<file path="config.mk">
export PLATFORM = sky130hd
export DESIGN_NAME = json_data_field_base64_extractor_unit_flat
export DESIGN_NICKNAME = d
export VERILOG_FILES = /design/src/jdfb_pkg.sv /design/src/jdfb_if.sv /design/src/jdfb_front.sv /design/src/jdfb_queue.sv /design/src/jdfb_back.sv /design/src/json_data_field_base64_extractor_unit.sv /design/src/flat_wrapper.sv
export SDC_FILE = /design/constraint.sdc
export NUM_CORES = 1
export LEC_CHECK = 0
export BUFFER_PORTS_ARGS = -buffer_cell sky130_fd_sc_hd__buf_4
export CAP_MARGIN = 10
export CORE_UTILIZATION = 35
export DETAILED_ROUTE_END_ITERATION = 7
export GPL_TIMING_DRIVEN = 0
export PLACE_DENSITY = 0.57
export SYNTH_ARGS = -nofsm -noshare
export SYNTH_HDL_FRONTEND = slang
export SYNTH_HIERARCHICAL = 1
export SYNTH_SLANG_ARGS = --single-unit
</file>
<file path="constraint.sdc">
create_clock -name clk -period 5.7 [get_ports clk]
set_clock_uncertainty 0.05 [all_clocks]
set_input_delay 0.285 -clock clk [delete_from_list [all_inputs] [get_ports clk]]
set_output_delay 0.285 -clock clk [all_outputs]
set_load 0.005 [all_outputs]
</file>
<file path="src/jdfb_pkg.sv">
package jdfb_pkg;

	localparam int QDEPTH = 4;
	localparam int QAW = $clog2(QDEPTH);

	typedef enum logic [2:0] {
		K_DATA     = 3'd0,
		K_END_OK   = 3'd1,
		K_BAD_QUAD = 3'd2,
		K_TRUNC    = 3'd3,
		K_END_ERR  = 3'd4
	} kind_t;

	localparam logic [7:0] CH_QUOTE  = 8'h22;
	localparam logic [7:0] CH_BSLASH = 8'h5C;
	localparam logic [7:0] CH_COLON  = 8'h3A;
	localparam logic [7:0] CH_PAD    = 8'h3D;
	localparam logic [7:0] CH_N      = 8'h6E;

	localparam logic [7:0] KEY_TEXT [6] = '{8'h22, 8'h64, 8'h61, 8'h74, 8'h61, 8'h22};
	localparam logic [7:0] NULL_TEXT [4] = '{8'h6E, 8'h75, 8'h6C, 8'h6C};

	// one queue slot: a single result, or up to three decoded bytes
	typedef struct packed {
		kind_t       kind;
		logic [1:0]  cnt;
		logic [23:0] data;
	} entry_t;

	function automatic logic is_ws(input logic [7:0] c);
		return c inside {8'h20, [8'h09:8'h0D]};
	endfunction

	// 0..63 for alphabet characters, bit 6 set for anything else
	function automatic logic [6:0] b64_value(input logic [7:0] c);
		if (c inside {[8'h41:8'h5A]}) return {1'b0, 6'(c - 8'h41)};
		if (c inside {[8'h61:8'h7A]}) return {1'b0, 6'(c - 8'h47)};
		if (c inside {[8'h30:8'h39]}) return {1'b0, 6'(c + 8'h04)};
		if (c == 8'h2B) return 7'd62;
		if (c == 8'h2F) return 7'd63;
		return 7'd64;
	endfunction

endpackage

</file>
<file path="src/jdfb_if.sv">
interface jdfb_in_if;
	logic       valid;
	logic       ready;
	logic       op;
	logic [7:0] body_byte;

	modport source(output valid, output op, output body_byte, input ready);
	modport sink(input valid, input op, input body_byte, output ready);
endinterface

interface jdfb_out_if;
	logic       valid;
	logic       ready;
	logic [2:0] kind;
	logic [7:0] out_byte;
	logic       last;

	modport source(output valid, output kind, output out_byte, output last, input ready);
	modport sink(input valid, input kind, input out_byte, input last, output ready);
endinterface

</file>
<file path="src/jdfb_front.sv">
module jdfb_front (
	input  logic            clk,
	input  logic            arst_n,
	jdfb_in_if.sink         body,
	output logic            q_push,
	output jdfb_pkg::entry_t q_entry,
	input  logic            q_space
);
	import jdfb_pkg::*;

	typedef enum logic [4:0] {
		PH_SEARCH       = 5'b00001,
		PH_AFTER_KEY    = 5'b00010,
		PH_BEFORE_VALUE = 5'b00100,
		PH_IN_DATA      = 5'b01000,
		PH_SKIP_NULL    = 5'b10000
	} phase_t;

	phase_t     phase_q, phase_n;
	logic [2:0] key_q, key_n;
	logic [1:0] null_q, null_n;
	logic       esc_q, esc_n;
	logic [1:0] qcnt_q, qcnt_n;
	logic       failed_q, failed_n;
	logic [7:0] quad_q [3];
	logic       store;

	logic       accept;
	logic       push_req;
	logic [7:0] c;
	logic       take;
	logic [6:0] v0, v1, v2, v3;
	logic       pad2, pad3;
	logic       dec3, dec2, dec1;

	assign body.ready = q_space;
	assign accept = body.valid & body.ready;
	assign c = body.body_byte;

	// push only on an accepted beat
	assign q_push = accept & push_req;

	assign v0 = b64_value(quad_q[0]);
	assign v1 = b64_value(quad_q[1]);
	assign v2 = b64_value(quad_q[2]);
	assign v3 = b64_value(c);
	assign pad2 = quad_q[2] == CH_PAD;
	assign pad3 = c == CH_PAD;
	assign dec3 = !v0[6] && !v1[6] && !v2[6] && !v3[6];
	assign dec2 = !v0[6] && !v1[6] && !v2[6] && pad3;
	assign dec1 = !v0[6] && !v1[6] && pad2 && pad3;

	always_comb begin
		phase_n  = phase_q;
		key_n    = key_q;
		null_n   = null_q;
		esc_n    = esc_q;
		qcnt_n   = qcnt_q;
		failed_n = failed_q;
		push_req = 1'b0;
		q_entry  = '{kind: K_DATA, cnt: 2'd1, data: 24'd0};
		take     = 1'b0;
		store    = 1'b0;
		if (body.op) begin
			push_req = 1'b1;
			if (failed_q)
				q_entry.kind = K_END_ERR;
			else if (phase_q == PH_IN_DATA && qcnt_q != 2'd0)
				q_entry.kind = K_TRUNC;
			else
				q_entry.kind = K_END_OK;
			phase_n  = PH_SEARCH;
			key_n    = 3'd0;
			null_n   = 2'd0;
			esc_n    = 1'b0;
			qcnt_n   = 2'd0;
			failed_n = 1'b0;
		end else if (!failed_q) begin
			case (phase_q)
				PH_AFTER_KEY: begin
					if (c == CH_COLON)
						phase_n = PH_BEFORE_VALUE;
					else if (!is_ws(c))
						phase_n = PH_SEARCH;
				end
				PH_BEFORE_VALUE: begin
					if (!is_ws(c)) begin
						if (c == CH_QUOTE) begin
							phase_n = PH_IN_DATA;
							esc_n   = 1'b0;
							qcnt_n  = 2'd0;
						end else if (c == CH_N) begin
							phase_n = PH_SKIP_NULL;
							null_n  = 2'd1;
						end else begin
							phase_n = PH_SEARCH;
						end
					end
				end
				PH_IN_DATA: begin
					if (esc_q) begin
						esc_n = 1'b0;
						take  = 1'b1;
					end else if (c == CH_BSLASH) begin
						esc_n = 1'b1;
					end else if (c == CH_QUOTE) begin
						phase_n = PH_SEARCH;
						if (qcnt_q != 2'd0) begin
							qcnt_n       = 2'd0;
							failed_n     = 1'b1;
							push_req     = 1'b1;
							q_entry.kind = K_TRUNC;
						end
					end else begin
						take = 1'b1;
					end
				end
				PH_SKIP_NULL: begin
					if (c == NULL_TEXT[null_q]) begin
						null_n = null_q + 2'd1;
						if (null_q == 2'd3)
							phase_n = PH_SEARCH;
					end else begin
						phase_n = PH_SEARCH;
					end
				end
				default: begin
					if (c == KEY_TEXT[key_q]) begin
						if (key_q == 3'd5) begin
							key_n   = 3'd0;
							phase_n = PH_AFTER_KEY;
						end else begin
							key_n = key_q + 3'd1;
						end
					end else begin
						key_n = (c == CH_QUOTE) ? 3'd1 : 3'd0;
					end
				end
			endcase
			if (take && !is_ws(c)) begin
				if (qcnt_q == 2'd3) begin
					push_req = 1'b1;
					qcnt_n   = 2'd0;
					if (dec3 || dec2 || dec1) begin
						q_entry.cnt  = dec3 ? 2'd3 : (dec2 ? 2'd2 : 2'd1);
						q_entry.data = {v0[5:0], v1[5:0], pad2 ? 6'd0 : v2[5:0],
							pad3 ? 6'd0 : v3[5:0]};
					end else begin
						q_entry.kind = K_BAD_QUAD;
						failed_n     = 1'b1;
					end
				end else begin
					store  = 1'b1;
					qcnt_n = qcnt_q + 2'd1;
				end
			end
		end
	end

	always_ff @(posedge clk or negedge arst_n) begin
		if (!arst_n) begin
			phase_q  <= PH_SEARCH;
			key_q    <= 3'd0;
			null_q   <= 2'd0;
			esc_q    <= 1'b0;
			qcnt_q   <= 2'd0;
			failed_q <= 1'b0;
		end else if (accept) begin
			phase_q  <= phase_n;
			key_q    <= key_n;
			null_q   <= null_n;
			esc_q    <= esc_n;
			qcnt_q   <= qcnt_n;
			failed_q <= failed_n;
		end
	end

	// hold the first three characters of a group; the fourth decodes on arrival
	always_ff @(posedge clk) begin
		if (accept && store)
			quad_q[qcnt_q] <= c;
	end

endmodule

</file>
<file path="src/jdfb_queue.sv">
module jdfb_queue (
	input  logic             clk,
	input  logic             arst_n,
	input  logic             push,
	input  jdfb_pkg::entry_t push_entry,
	output logic             space,
	input  logic             pop,
	output logic             avail,
	output jdfb_pkg::entry_t pop_entry
);
	import jdfb_pkg::*;

	entry_t         mem [QDEPTH];
	logic [QAW-1:0] wp_q, rp_q;
	logic [QAW:0]   level_q;

	assign space = level_q != (QAW+1)'(QDEPTH);
	assign avail = level_q != '0;
	assign pop_entry = mem[rp_q];

	always_ff @(posedge clk) begin
		if (push)
			mem[wp_q] <= push_entry;
	end

	always_ff @(posedge clk or negedge arst_n) begin
		if (!arst_n) begin
			wp_q    <= '0;
			rp_q    <= '0;
			level_q <= '0;
		end else begin
			if (push)
				wp_q <= (wp_q == QAW'(QDEPTH - 1)) ? '0 : wp_q + 1'b1;
			if (pop)
				rp_q <= (rp_q == QAW'(QDEPTH - 1)) ? '0 : rp_q + 1'b1;
			if (push && !pop)
				level_q <= level_q + 1'b1;
			else if (pop && !push)
				level_q <= level_q - 1'b1;
		end
	end

endmodule

</file>
<file path="src/jdfb_back.sv">
module jdfb_back (
	input  logic             clk,
	input  logic             arst_n,
	input  logic             q_avail,
	input  jdfb_pkg::entry_t q_entry,
	output logic             q_pop,
	jdfb_out_if.source       result
);
	import jdfb_pkg::*;

	entry_t     cur_q;
	logic       cur_vld_q;
	logic [1:0] idx_q;
	logic       out_vld_q;
	logic [2:0] kind_q;
	logic [7:0] byte_q;
	logic       last_q;

	logic       out_free;
	logic       emit;
	logic       cur_last;
	logic [7:0] sel_byte;

	assign out_free = !out_vld_q || result.ready;
	assign emit     = cur_vld_q && out_free;
	assign cur_last = idx_q == (cur_q.cnt - 2'd1);
	assign q_pop    = q_avail && (!cur_vld_q || (emit && cur_last));

	always_comb begin
		case (idx_q)
			2'd0:    sel_byte = cur_q.data[23:16];
			2'd1:    sel_byte = cur_q.data[15:8];
			default: sel_byte = cur_q.data[7:0];
		endcase
	end

	assign result.valid    = out_vld_q;
	assign result.kind     = kind_q;
	assign result.out_byte = byte_q;
	assign result.last     = last_q;

	always_ff @(posedge clk or negedge arst_n) begin
		if (!arst_n) begin
			cur_vld_q <= 1'b0;
			idx_q     <= 2'd0;
			out_vld_q <= 1'b0;
		end else begin
			if (q_pop) begin
				cur_vld_q <= 1'b1;
				idx_q     <= 2'd0;
			end else if (emit && cur_last) begin
				cur_vld_q <= 1'b0;
			end else if (emit) begin
				idx_q <= idx_q + 2'd1;
			end
			if (emit)
				out_vld_q <= 1'b1;
			else if (result.ready)
				out_vld_q <= 1'b0;
		end
	end

	always_ff @(posedge clk) begin
		if (q_pop)
			cur_q <= q_entry;
		if (emit) begin
			kind_q <= cur_q.kind;
			byte_q <= (cur_q.kind == K_DATA) ? sel_byte : 8'd0;
			last_q <= cur_last;
		end
	end

endmodule

</file>
<file path="src/json_data_field_base64_extractor_unit.sv">
// Streaming extractor for the base64 "data" field of a JSON body.
// body: one beat per body byte (op = 0) or an end-of-body marker (op = 1).
//   The parser takes one beat per cycle; ready drops only when the
//   four-entry result queue between parser and output side is full.
// result: one beat per result (kind, out_byte, last). A decoded group of
//   four characters gives one to three data beats, errors and the end
//   marker give one beat each; last marks the final beat of a body beat.
// Path: a body beat that yields results reaches the result port through
//   the queue slot written at the accepting edge, then the unpack register,
//   then the output register; further beats follow one per cycle while ready.
// Throughput: one body beat per cycle; result beats leave at one per
//   cycle, and since a group needs at least four body beats for at most
//   three result beats, the output side keeps up while the receiver does.
// Reset: arst_n clears the parser to key search, empties the queue and
//   drops any pending result. When the receiver stalls, the output register
//   holds its beat, the queue fills and body.ready then goes low.
module json_data_field_base64_extractor_unit (
	input  logic       clk,
	input  logic       arst_n,
	jdfb_in_if.sink    body,
	jdfb_out_if.source result
);
	import jdfb_pkg::*;

	logic   q_push, q_space, q_pop, q_avail;
	entry_t push_entry, pop_entry;

	jdfb_front u_front (
		.clk     (clk),
		.arst_n  (arst_n),
		.body    (body),
		.q_push  (q_push),
		.q_entry (push_entry),
		.q_space (q_space)
	);

	jdfb_queue u_queue (
		.clk        (clk),
		.arst_n     (arst_n),
		.push       (q_push),
		.push_entry (push_entry),
		.space      (q_space),
		.pop        (q_pop),
		.avail      (q_avail),
		.pop_entry  (pop_entry)
	);

	jdfb_back u_back (
		.clk     (clk),
		.arst_n  (arst_n),
		.q_avail (q_avail),
		.q_entry (pop_entry),
		.q_pop   (q_pop),
		.result  (result)
	);

	a_end_pushes: assert property (@(posedge clk) disable iff (!arst_n)
		(body.valid && body.ready && body.op) |-> q_push)
		else $error("end beat did not queue a result");

	a_pop_avail: assert property (@(posedge clk) disable iff (!arst_n)
		q_pop |-> q_avail)
		else $error("pop from empty queue");

	a_status_zero: assert property (@(posedge clk) disable iff (!arst_n)
		(result.valid && result.kind != K_DATA) |-> (result.out_byte == 8'd0 && result.last))
		else $error("status beat with data byte or without last");

endmodule

</file>
<file path="src/flat_wrapper.sv">
// flat-port wrapper written by rule: the top's interface ports become plain ports
module json_data_field_base64_extractor_unit_flat import jdfb_pkg::*;
  (clk, arst_n, body_valid, body_op, body_body_byte, body_ready, result_valid, result_kind, result_out_byte, result_last, result_ready);
  jdfb_in_if body_i ();
  jdfb_out_if result_i ();
  input  logic clk;
  input  logic arst_n;
  input wire logic [$bits(body_i.valid)-1:0] body_valid;
  input wire logic [$bits(body_i.op)-1:0] body_op;
  input wire logic [$bits(body_i.body_byte)-1:0] body_body_byte;
  output wire logic [$bits(body_i.ready)-1:0] body_ready;
  output wire logic [$bits(result_i.valid)-1:0] result_valid;
  output wire logic [$bits(result_i.kind)-1:0] result_kind;
  output wire logic [$bits(result_i.out_byte)-1:0] result_out_byte;
  output wire logic [$bits(result_i.last)-1:0] result_last;
  input wire logic [$bits(result_i.ready)-1:0] result_ready;
  assign body_i.valid = body_valid;
  assign body_i.op = body_op;
  assign body_i.body_byte = body_body_byte;
  assign body_ready = body_i.ready;
  assign result_valid = result_i.valid;
  assign result_kind = result_i.kind;
  assign result_out_byte = result_i.out_byte;
  assign result_last = result_i.last;
  assign result_i.ready = result_ready;
  json_data_field_base64_extractor_unit u_core (.clk(clk), .arst_n(arst_n), .body(body_i), .result(result_i));
endmodule
</file>
# --- Word level (Yosys, flattened, before mapping) ---
# Memory sizes are Yosys's and may differ from the RTL's. A register that Yosys moved wholly into a read port is not among the register bits.
# Index checks and enable logic that the tools add are counted.
# Widths: inputs -> output; s select.
word_totals:
  mem_bits_ro: 64
  latch_bits: 0
  reg_bits: 37
  mem_count: 3
  mem_bits_rw: 140
  out_inout_bits: 14
op_classes:
  n_eq_ne: 48
  reduce_logical: 61
  n_mul: 0
  bitwise_logic: 4
  add_sub_neg: 21
  mux: 209
  shift: 0
  order_cmp: 28
  div: 0
mem_list:
  columns: ["name", "depth", "word_bits", "read_ports", "rd_ports_with_merged_regs", "write_ports", "line", "rtl"]
  rows:
  - ["u_core.u_queue.mem", 4, 29, 1, 1, 1, "jdfb_queue.sv:13", "entry_t mem [QDEPTH];"]
  - ["(name not given)", 8, 8, 1, 0, 0, "jdfb_front.sv:128", "if (c == KEY_TEXT[key_q]) begin"]
  - ["u_core.u_front.quad_q", 3, 8, 3, 0, 1, "jdfb_front.sv:25", "logic [7:0] quad_q [3];"]
op_table:
  columns: ["cell", "n"]
  rows:
  - ["$mux 7", 40]
  - ["$eq 8x6->1 const B", 13]
  - ["$mux 1", 99]
  - ["$mux 29", 3]
  - ["$mux 5", 14]
  - ["$ge 8x7->1 const B", 8]
  - ["$le 8x7->1 const B", 8]
  - ["$mux 2", 29]
  - ["$mux 26", 2]
  - ["$ge 8x6->1 const B", 4]
  - ["$le 8x6->1 const B", 4]
  - ["$mux 8", 4]
  - ["$mux 3", 10]
  - ["$logic_and 1x1->1", 27]
  - ["$add 6x3->6 const B", 4]
  - ["$ne 3x3->1 const B", 8]
  - ["$sub 6x1->6 const B", 4]
  - ["$sub 6x3->6 const B", 4]
  - ["$pmux 5 s4", 1]
  - ["$bmux 8 s2", 1]
  - ["$eq 8x7->1 const B", 2]
  - ["$eq 8x8->1", 2]
  - ["$ne 4x4->1 const B", 4]
  - ["$pmux 8 s2", 1]
  - ["42 further kinds", 75]

# --- Logic depth before layout (Yosys ltp) ---
# Gate-level depths: netlist of the first run.
# An unclocked memory read counts as a cell.
logic_depth:
  ltp_word: 30
  mapped_depth: 14

# --- By module ---
# Netlist of the first run, hierarchy kept.
by_module_without_submodules:
  columns: ["module", "area_per_inst_um2", "instances", "cells_per_inst"]
  rows:
  - ["jdfb_queue", 4601.9, 1, 189]
  - ["jdfb_front", 4571.9, 1, 557]
  - ["jdfb_back", 1660.3, 1, 100]

# --- Least setup slack after synthesis of the first run ---
# OpenSTA, ideal clock, no wires.
synth_path:
  path_kind: "input to register"
  from: "input body_body_byte[2]"
  to: "memory u_core/u_queue/mem[1][0] (netlist bit), enable pin"
  required_ns: 5.261
  cell_stages: 9
  arrival_ns: 3.151
  setup_slack_ns: 2.111
  path_cell_list: "clkbuf_1 -> inv_1 -> ha_1 -> clkbuf_1 -> a211o_1 -> and3_4 -> or4_1 -> a21oi_1 -> and2_1"
synth_between:
  elab_chain_len: 14
  word_cells_on_any_way: 26
  classes_between: "2 x order compare; 3 x eq/ne; 16 x mux; 1 x bitwise; 4 x reduce/logical"
synth_rtl:
  columns: ["item", "line", "rtl"]
  rows:
  - ["start: declaration", "flat_wrapper.sv:10", "input wire logic [$bits(body_i.body_byte)-1:0] body_body_byte;"]
  - ["$eq 8x6->1", "jdfb_front.sv:106", "end else if (c == CH_QUOTE) begin"]
  - ["$mux 1", "jdfb_front.sv:106", null]
  - ["$mux 1", "jdfb_front.sv:104", "end else if (c == CH_BSLASH) begin"]
  - ["$mux 1", "jdfb_front.sv:101", "if (esc_q) begin"]
  - ["$mux 1", "jdfb_front.sv:79", "case (phase_q)"]
  - ["$mux 1", "jdfb_front.sv:78", "end else if (!failed_q) begin"]
  - ["$mux 1", "jdfb_front.sv:64", "if (body.op) begin"]
  - ["$logic_and 1x1->1", "jdfb_front.sv:140", "if (take && !is_ws(c)) begin"]
  - ["$mux 1 *", "jdfb_front.sv:140", null]
  - ["$mux 1 *", "jdfb_front.sv:78", null]
  - ["$mux 1 *", "jdfb_front.sv:64", null]
  - ["$and 1x1->1 *", "jdfb_front.sv:41", "assign q_push = accept & push_req;"]
  - ["named net u_core.q_push", "json_data_field_base64_extractor_unit.sv:25", "logic q_push, q_space, q_pop, q_avail;"]
  - ["$mux 1 *", "jdfb_queue.sv:22", "if (push)"]
  - ["$mux 1 (not written as such) *", "jdfb_queue.sv:23", "mem[wp_q] <= push_entry;"]
  - ["end: declaration", "jdfb_queue.sv:13", null]
# Mark *: on every way through the listed nets, which the timed path passes. The rest lies on a longest branch. The select of a mux whose other input is x is not followed.

# --- Worst setup path in the final report of the first run ---
layout_path:
  from: "input body_body_byte[2]"
  to: "register u_core.u_queue.level_q[2]"
layout_between:
  elab_chain_len: 15
  word_cells_on_any_way: 29
  classes_between: "2 x order compare; 3 x eq/ne; 15 x mux; 1 x bitwise; 8 x reduce/logical"
layout_rtl:
  columns: ["item", "line", "rtl"]
  rows:
  - ["$eq 8x6->1", "jdfb_front.sv:106", null]
  - ["$mux 1", "jdfb_front.sv:106", null]
  - ["$mux 1", "jdfb_front.sv:104", null]
  - ["$mux 1", "jdfb_front.sv:101", null]
  - ["$mux 1", "jdfb_front.sv:79", null]
  - ["$mux 1", "jdfb_front.sv:78", null]
  - ["$mux 1", "jdfb_front.sv:64", null]
  - ["$logic_and 1x1->1", "jdfb_front.sv:140", null]
  - ["$mux 1 *", "jdfb_front.sv:140", null]
  - ["$mux 1 *", "jdfb_front.sv:78", null]
  - ["$mux 1 *", "jdfb_front.sv:64", null]
  - ["$and 1x1->1 *", "jdfb_front.sv:41", null]
  - ["named net u_core.q_push", "json_data_field_base64_extractor_unit.sv:25", null]
  - ["$logic_not 1->1", "jdfb_queue.sv:38", "else if (pop && !push)"]
  - ["$logic_and 1x1->1", "jdfb_queue.sv:38", null]
  - ["$reduce_bool 2->1 (no line)", null, null]
  - ["end signal: assignment", "jdfb_queue.sv:37", "level_q <= level_q + 1'b1;"]
  - ["end signal: assignment", "jdfb_queue.sv:39", "level_q <= level_q - 1'b1;"]
  - ["end: declaration", "jdfb_queue.sv:15", "logic [QAW:0] level_q;"]
# Marks and branches as above.
# A chain may end at the register's enable or synchronous reset.

==> results of run 1 <==
[flip-flops by register name, indices dropped and copies added (netlist names), 2 cells and up]
signal / count
u_core/u_queue/level_q: 3
u_core/u_front/key_q: 3
u_core/u_front/qcnt_q: 2
u_core/u_back/result.kind: 3
u_core/u_queue/rp_q: 2
u_core/u_queue/mem: 116
u_core/u_back/result.out_byte: 8
u_core/u_queue/wp_q: 2
u_core/u_back/cur_q: 29
u_core/u_front/phase_q: 5
u_core/u_front/quad_q: 24
u_core/u_front/null_q: 2
u_core/u_back/idx_q: 2
[area by class of cell]
class / count / area [µm²] / share of cell area, %
clock buffers: 23 / 575.6 / 4.631
multi-input cells: 542 / 4345 / 34.96
inverters: 62 / 234.0 / 1.882
plain buffers: 36 / 197.7 / 1.591
well taps: 396 / 495.5 / 3.986
flip-flops and latches: 206 / 6062 / 48.77
clock inverters: 18 / 216.5 / 1.741
repair buffers: 35 / 302.8 / 2.436
[final timing paths]
check / start / to / slack [ns] / cells after the start
worst max-delay path: body_body_byte[2] / u_core/u_queue/level_q[2]$_DFFE_PN0P_ / 1.34 / 16
worst min-delay path: body_body_byte[0] / u_core/u_front/quad_q[2][0]$_DFFE_PP_ / 0.02 / 1
worst max register to register: u_core/u_front/quad_q[1][2]$_DFFE_PP_ / u_core/u_queue/mem[1][4]$_DFFE_PP_ / 1.83 / 10
worst min register to register: u_core/u_back/cur_q[28]$_DFFE_PP_ / u_core/u_back/result.kind[2]$_DFFE_PP_ / 0.39 / 0
max in group asynchronous: arst_n / u_core/u_front/phase_q[0]$_DFFE_PN1P_ / 5.09 / 2
min in group asynchronous: arst_n / u_core/u_back/result.valid$_DFFE_PN0P_ / 0.18 / 2
[cell usage after synthesis (7+ instances only)]
master	number	area share [%]
mux4_2	28	5.8
o311ai_0	7	0.57
nand2b_1	7	0.40
a21o_1	11	0.76
a21oi_1	39	1.8
edfxtp_1	181	50
nor2b_1	13	0.75
clkbuf_1	20	0.69
ha_1	53	6.1
o21ai_0	21	0.97
nand2_1	50	1.7
nand3_1	23	1.1
and3_1	8	0.46
nor2_1	34	1.2
and2_1	13	0.75
xor2_1	8	0.65
a22oi_1	9	0.62
a211oi_1	20	1.4
dfrtp_1	24	5.5
nor3_1	31	1.4
nand4_1	12	0.69
inv_1	60	2.1
[per-stage QoR]
stage	hold WS (ns)	std cells	setup WS, ns
after floorplan	-0.06059	846	2.111
after global placement	0.1761	1268	0.7900
after detailed placement	0.1809	1269	1.338
after CTS	0.007606	1318	1.331
after global routing	0.01343	1318	1.114
final	0.01873	1318	1.340
[cell families (layout without fill, tap and decap cells)]
family | after synthesis | after routing | synth area share (%)
AO/OA/AOI/OAI | 191 | 191 | 12.99
XOR/XNOR | 14 | 14 | 1.132
adder cells (fa/ha/maj) | 54 | 54 | 6.306
buffers and inverters | 98 | 174 | 3.984
flip-flops | 206 | 206 | 55.95
multiplexers | 42 | 42 | 7.380
AND/OR/NAND/NOR | 241 | 241 | 12.25
[per-layer routing]
metal	up-vias	part of all wire (%)
met3	36	4.1
met5	-	0
met2	195	45
met1	3517	48
met4	0	2.4
li1	3411	-
[report_power, final]
part / internal (mW) / leakage (nW) / switching [mW]
Clock: 0.928 / 0.390 / 0.617
Combinational: 0.458 / 2.04 / 0.553
Sequential: 1.92 / 2.00 / 0.105
Total: 3.31 / 4.44 / 1.28
[repair_timing]
action | 4_1_cts | 5_1_grt
endpoints found under the hold margin | 44 | 0
buffers inserted | 0 | 0
hold buffers | 8 | 0
==> out/results.ini, run 1 <==
[status]
status=completed

[synth]
synth_edf_count=181
synth_ff_type=edfxtp_1
synth_fp_nets=913
ys_async_sr_fraction_pct=12.14
synth.distinct_cells=91
syn_inst=846
seq_area_frac_synth_pct=55.95
yosys_warnings=6
syn_area_um2=10830
syn-mean-instance-area_um2=12.81
yosys_register_bits=206

[worst_setup_path]
max_stage_delay_ns=0.52
worstPathArrival_ns=4.76
start_kind=primary input
cp_slowest_cell=dlygate4sd3_1
critPathMaxFanout=10
worstSetupPathType=in -> reg
crit_buf_inv=6
crit_path_end_kind=register
cp_top_family=buffers and inverters
required_ns=6.10
worstPathCellList=dlygate4sd3_1, buf_4, clkbuf_1, inv_1, ha_1, clkbuf_1, a211o_1, and3_4, or4_1, a21oi_1, ha_1, inv_1, fa_1, xor2_1, nor2_1, xor2_1

[die]
ios=27
die_h_um=177.9
die_w_um=177.9
core.rowCount=64
die_area_um2=31660
initial_core_util_pct=35.51
design.core.area_um2=30510

[finish]
layout_common_cells=edfxtp_1 (181), inv_1 (60), ha_1 (53)
final_util_pct=40.74
finish.instance_area_um2=12430
layout_commonest_cell=edfxtp_1
drive_gt1_share_pct=15.29
nets=973
fill_cells=2848
diodes=0
syn2layout_area_growth_pct=14.72

[sta]
hold_viol_final=0
fmax_mhz=229.3
fin_crit_sh_pct=76.49
max_slew_margin_pct=35.92
max_slew.worst_pin.slew_ns=0.9478
tns_ns=0
setup_viol=0
finalMaxSlewViolations=0
rsz0062_at_grt=false
layout_min_cycle_time_ns=4.360

[clocking]
cts_made_buffers=23
cts_resized=0
clock-sinks=206
cts_root_buf=clkbuf_16
clk_pin_slew_ns=0.06
cts_tree=built
clock_latency_ns=0.53
h-tree-depth=1
cts.path.max_buffers=3

[placement]
dpl_cell_area_um2=11560
dp_hpwl_um=16970
portBuffers=26
globalplace.congestion=0.8779

[global_route]
grt_pass1_vias=6867
grt_overflow=0
met1_usage_pct=22.13
grt_usage_pct=15.24
grt_max_degree=30
grt_first_pass_wirelength_um=37610
antenna_found_initial=0
grt.busiest_layer=met2
grt_util_met3_pct=1.992
gr-usage-met2_pct=23.90

[route]
viasPerCell=5.432
drt_wl_total_um=23990
drc=0
drt_iter0_markers=606
vias=7159
wire_per_inst_um=18.20
drt_first_pass_iters=5
ant_nets=0

[worst_hold_path]
min_path_type=in -> reg

[power]
ir_drop_uv=243.5
p_leak_nw=4.435
p_per_area_nw_per_um2=368.7
power_mw=4.583

[flow_run]
cap_violations=0

(Power assumes the default switching activity.)
==> run 2: changes to the inputs <==
- ABC_AREA: default -> 1
- PLACE_DENSITY: 0.57 -> 0.58
- clock period: 5.7 -> 3.6 ns (I/O delays scaled with it)
==> out/results.ini, run 2 <==
[finish]
layout_common_cells=nand2_1 (275), edfxtp_1 (181), inv_1 (167)
diodes=0
largestRegisters=u_core/u_queue/mem x116, u_core/u_back/cur_q x29, u_core/u_front/quad_q x24
layoutNonFillerInstCount=1737
finish.instance_area_um2=13360
nets=1344
syn2layout_area_growth_pct=16.14
drive_gt1_share_pct=14.59
final_util_pct=41.17
layout_commonest_cell=nand2_1
largest_register=u_core/u_queue/mem
largest_reg_flops=116

[clocking]
cts_root_buf=clkbuf_16
clock-sinks=206
cts.path.max_buffers=3
h-tree-depth=1
post_cts_buffers=0
cts_made_buffers=24
clock_latency_ns=0.53
clk_pin_slew_ns=0.06
cts_tree=built

[synth]
syn-mean-instance-area_um2=9.523
synth_ff_type=edfxtp_1
synth_top_area_share_pct=47.25
syn_area_um2=11500
synth_compound_area_share_pct=12.50
syn_inst=1208
yosysMostFrequentCell=nand2_1
synth_fp_nets=1275
yosys_warnings=6
synth_xor_area_share_pct=2.284
seq_area_frac_synth_pct=52.70
yosysTopAreaCell=edfxtp_1
synthAdderAreaFrac_pct=5.939
synth.distinct_cells=51
synth_top_family_by_area=simple AND/OR/NAND/NOR gates
synth_edf_count=181
yosys_register_bits=206
yosys.area_share.simple_pct=18.46
synth_common_cells=nand2_1 (275), edfxtp_1 (181), inv_1 (168)
synthMuxAreaShare_pct=0.09789
synth_area_leaders=edfxtp_1 (47%), nand2_1 (9.0%), ha_1 (5.8%)
ys_async_sr_fraction_pct=12.14

[die]
core.rowCount=66
die_h_um=183.3
ios=27
initial_core_util_pct=35.45
die_w_um=183.3
design.core.area_um2=32450
die_area_um2=33600

[power]
p_leak_nw=5.635
ir_drop_uv=287.4
power_mw=7.877
p_per_area_nw_per_um2=589.6

[worst_setup_path]
ff2ff_path_depth=15
required_ns=3.84
r2r-end=u_core/u_queue/mem[0][6]$_DFFE_PP_
worstSetupPathType=reg -> reg
worstPathArrival_ns=3.53
start_kind=register
r2r-start=u_core/u_front/quad_q[0][2]$_DFFE_PP_
startpoint=u_core/u_front/quad_q[0][2]$_DFFE_PP_
critPathMaxFanout=8
reg2reg_slack_ns=0.32
setup.worst_path.end=u_core/u_queue/mem[0][6]$_DFFE_PP_
crit_path_end_kind=register

[route]
drt_wl_total_um=26240
vias=8384
drc=0
drt_first_pass_iters=5
viasPerCell=4.827
drt_iter0_markers=636
ant_nets=0
wire_per_inst_um=15.11

[worst_hold_path]
min_path_type=in -> async

[global_route]
grt_overflow=0
grt_usage_pct=16.00
grt_first_pass_wirelength_um=42320
grt_max_degree=31
antenna_found_initial=0
grt_pass1_vias=8064

[sta]
max_slew.worst_pin.slew_ns=0.8187
fin_ws_ns=0.3173
layout_min_cycle_time_ns=3.283
fin_crit_sh_pct=91.19
fmax_mhz=304.6
holdWs_ns=0.06729
tns_ns=0
max_slew_margin_pct=45.22
rsz0062_at_grt=false
hold_viol_final=0
finalMaxSlewViolations=0
setup_viol=0

[placement]
dp_slack_ns=-0.4785
portBuffers=26
dp_cells=1681
dp_hpwl_um=19260
globalplace.congestion=0.9035
dpl_cell_area_um2=12390

[flow_run]
cap_violations=0

[status]
status=completed

[run 2: cell count changes after synthesis, sizes merged, moves of 29 or more]
| cell | previous run | this run |
|---|---|---|
| o211ai | 5 | 72 |
| nand2 | 50 | 283 |
| mux4 | 29 | 0 |
| inv | 60 | 184 |
| nor2 | 34 | 98 |
| o21ai | 22 | 57 |
| nand3 | 23 | 63 |
[run 2: cells by family (layout without fill, tap and decap cells)]
group,after synthesis,in the layout
AO/OA/AOI/OAI,203,203
multiplexers,1,1
AND/OR/NAND/NOR,489,489
adder cells (fa/ha/maj),54,54
buffers and inverters,225,312
XOR/XNOR,30,30
flip-flops,206,206
[run 2: how the worst min path moves through the flow]
stage / cells past startpoint / end / slack, ns
final: 2 / u_core/u_front/qcnt_q[0]$_DFFE_PN0P_ / 0.07
after global routing: 2 / u_core/u_back/idx_q[1]$_DFFE_PN0P_ / 0.09
after CTS: 2 / u_core/u_back/idx_q[1]$_DFFE_PN0P_ / 0.07
after detailed placement: 1 / u_core/u_back/result.valid$_DFFE_PN0P_ / 0.09
after global placement: 1 / u_core/u_back/cur_vld_q$_DFFE_PN0P_ / 0.08
after floorplan: 0 / u_core/u_back/cur_vld_q$_DFFE_PN0P_ / -0.17
[run 2: area by class of cell]
| class | count | area, µm² |
|---|---|---|
| inverter | 187 | 705.7 |
| clock inverter | 13 | 170.2 |
| clock buffer | 31 | 676.9 |
| multi-input combinational | 777 | 4526 |
| fill | 3156 | 19090 |
| sequential | 206 | 6062 |
| timing repair buffer | 43 | 445.4 |
| buffer | 38 | 221.5 |
| tap | 442 | 553.0 |
[run 2: per-layer routing]
layer	track usage [%]	wire, µm	vias up
li1	-	-	4230
met4	4.467	669	0
met1	21.73	12200	3949
met2	26.63	12130	166
met5	0	0	-
met3	2.224	1245	39
[run 2: what timing repair did]
item,4_1_cts,5_1_grt
setup endpoints to repair,0,95
endpoints found under the hold margin,53,0
hold buffers,12,0
gates resized for setup,0,2
[run 2: worst max-delay path, cell delays in order (launching register included)]
cell	delay [ns]
edfxtp_1	0.41
clkbuf_1	0.20
inv_1	0.16
ha_1	0.20
inv_1	0.04
o21ai_0	0.43
nand2_1	0.11
nand3_1	0.10
nand2_2	0.11
nand3_1	0.25
nand2_1	0.11
nor2_2	0.12
o21ai_2	0.09
nand2_2	0.13
nand3_1	0.18
nor2_1	0.35
[run 2: report_power, final]
part	internal (mW)	switching (mW)	leakage [nW]
Combinational	0.714	1.37	3.18
Sequential	3.09	0.158	2.05
Clock	1.55	0.990	0.408
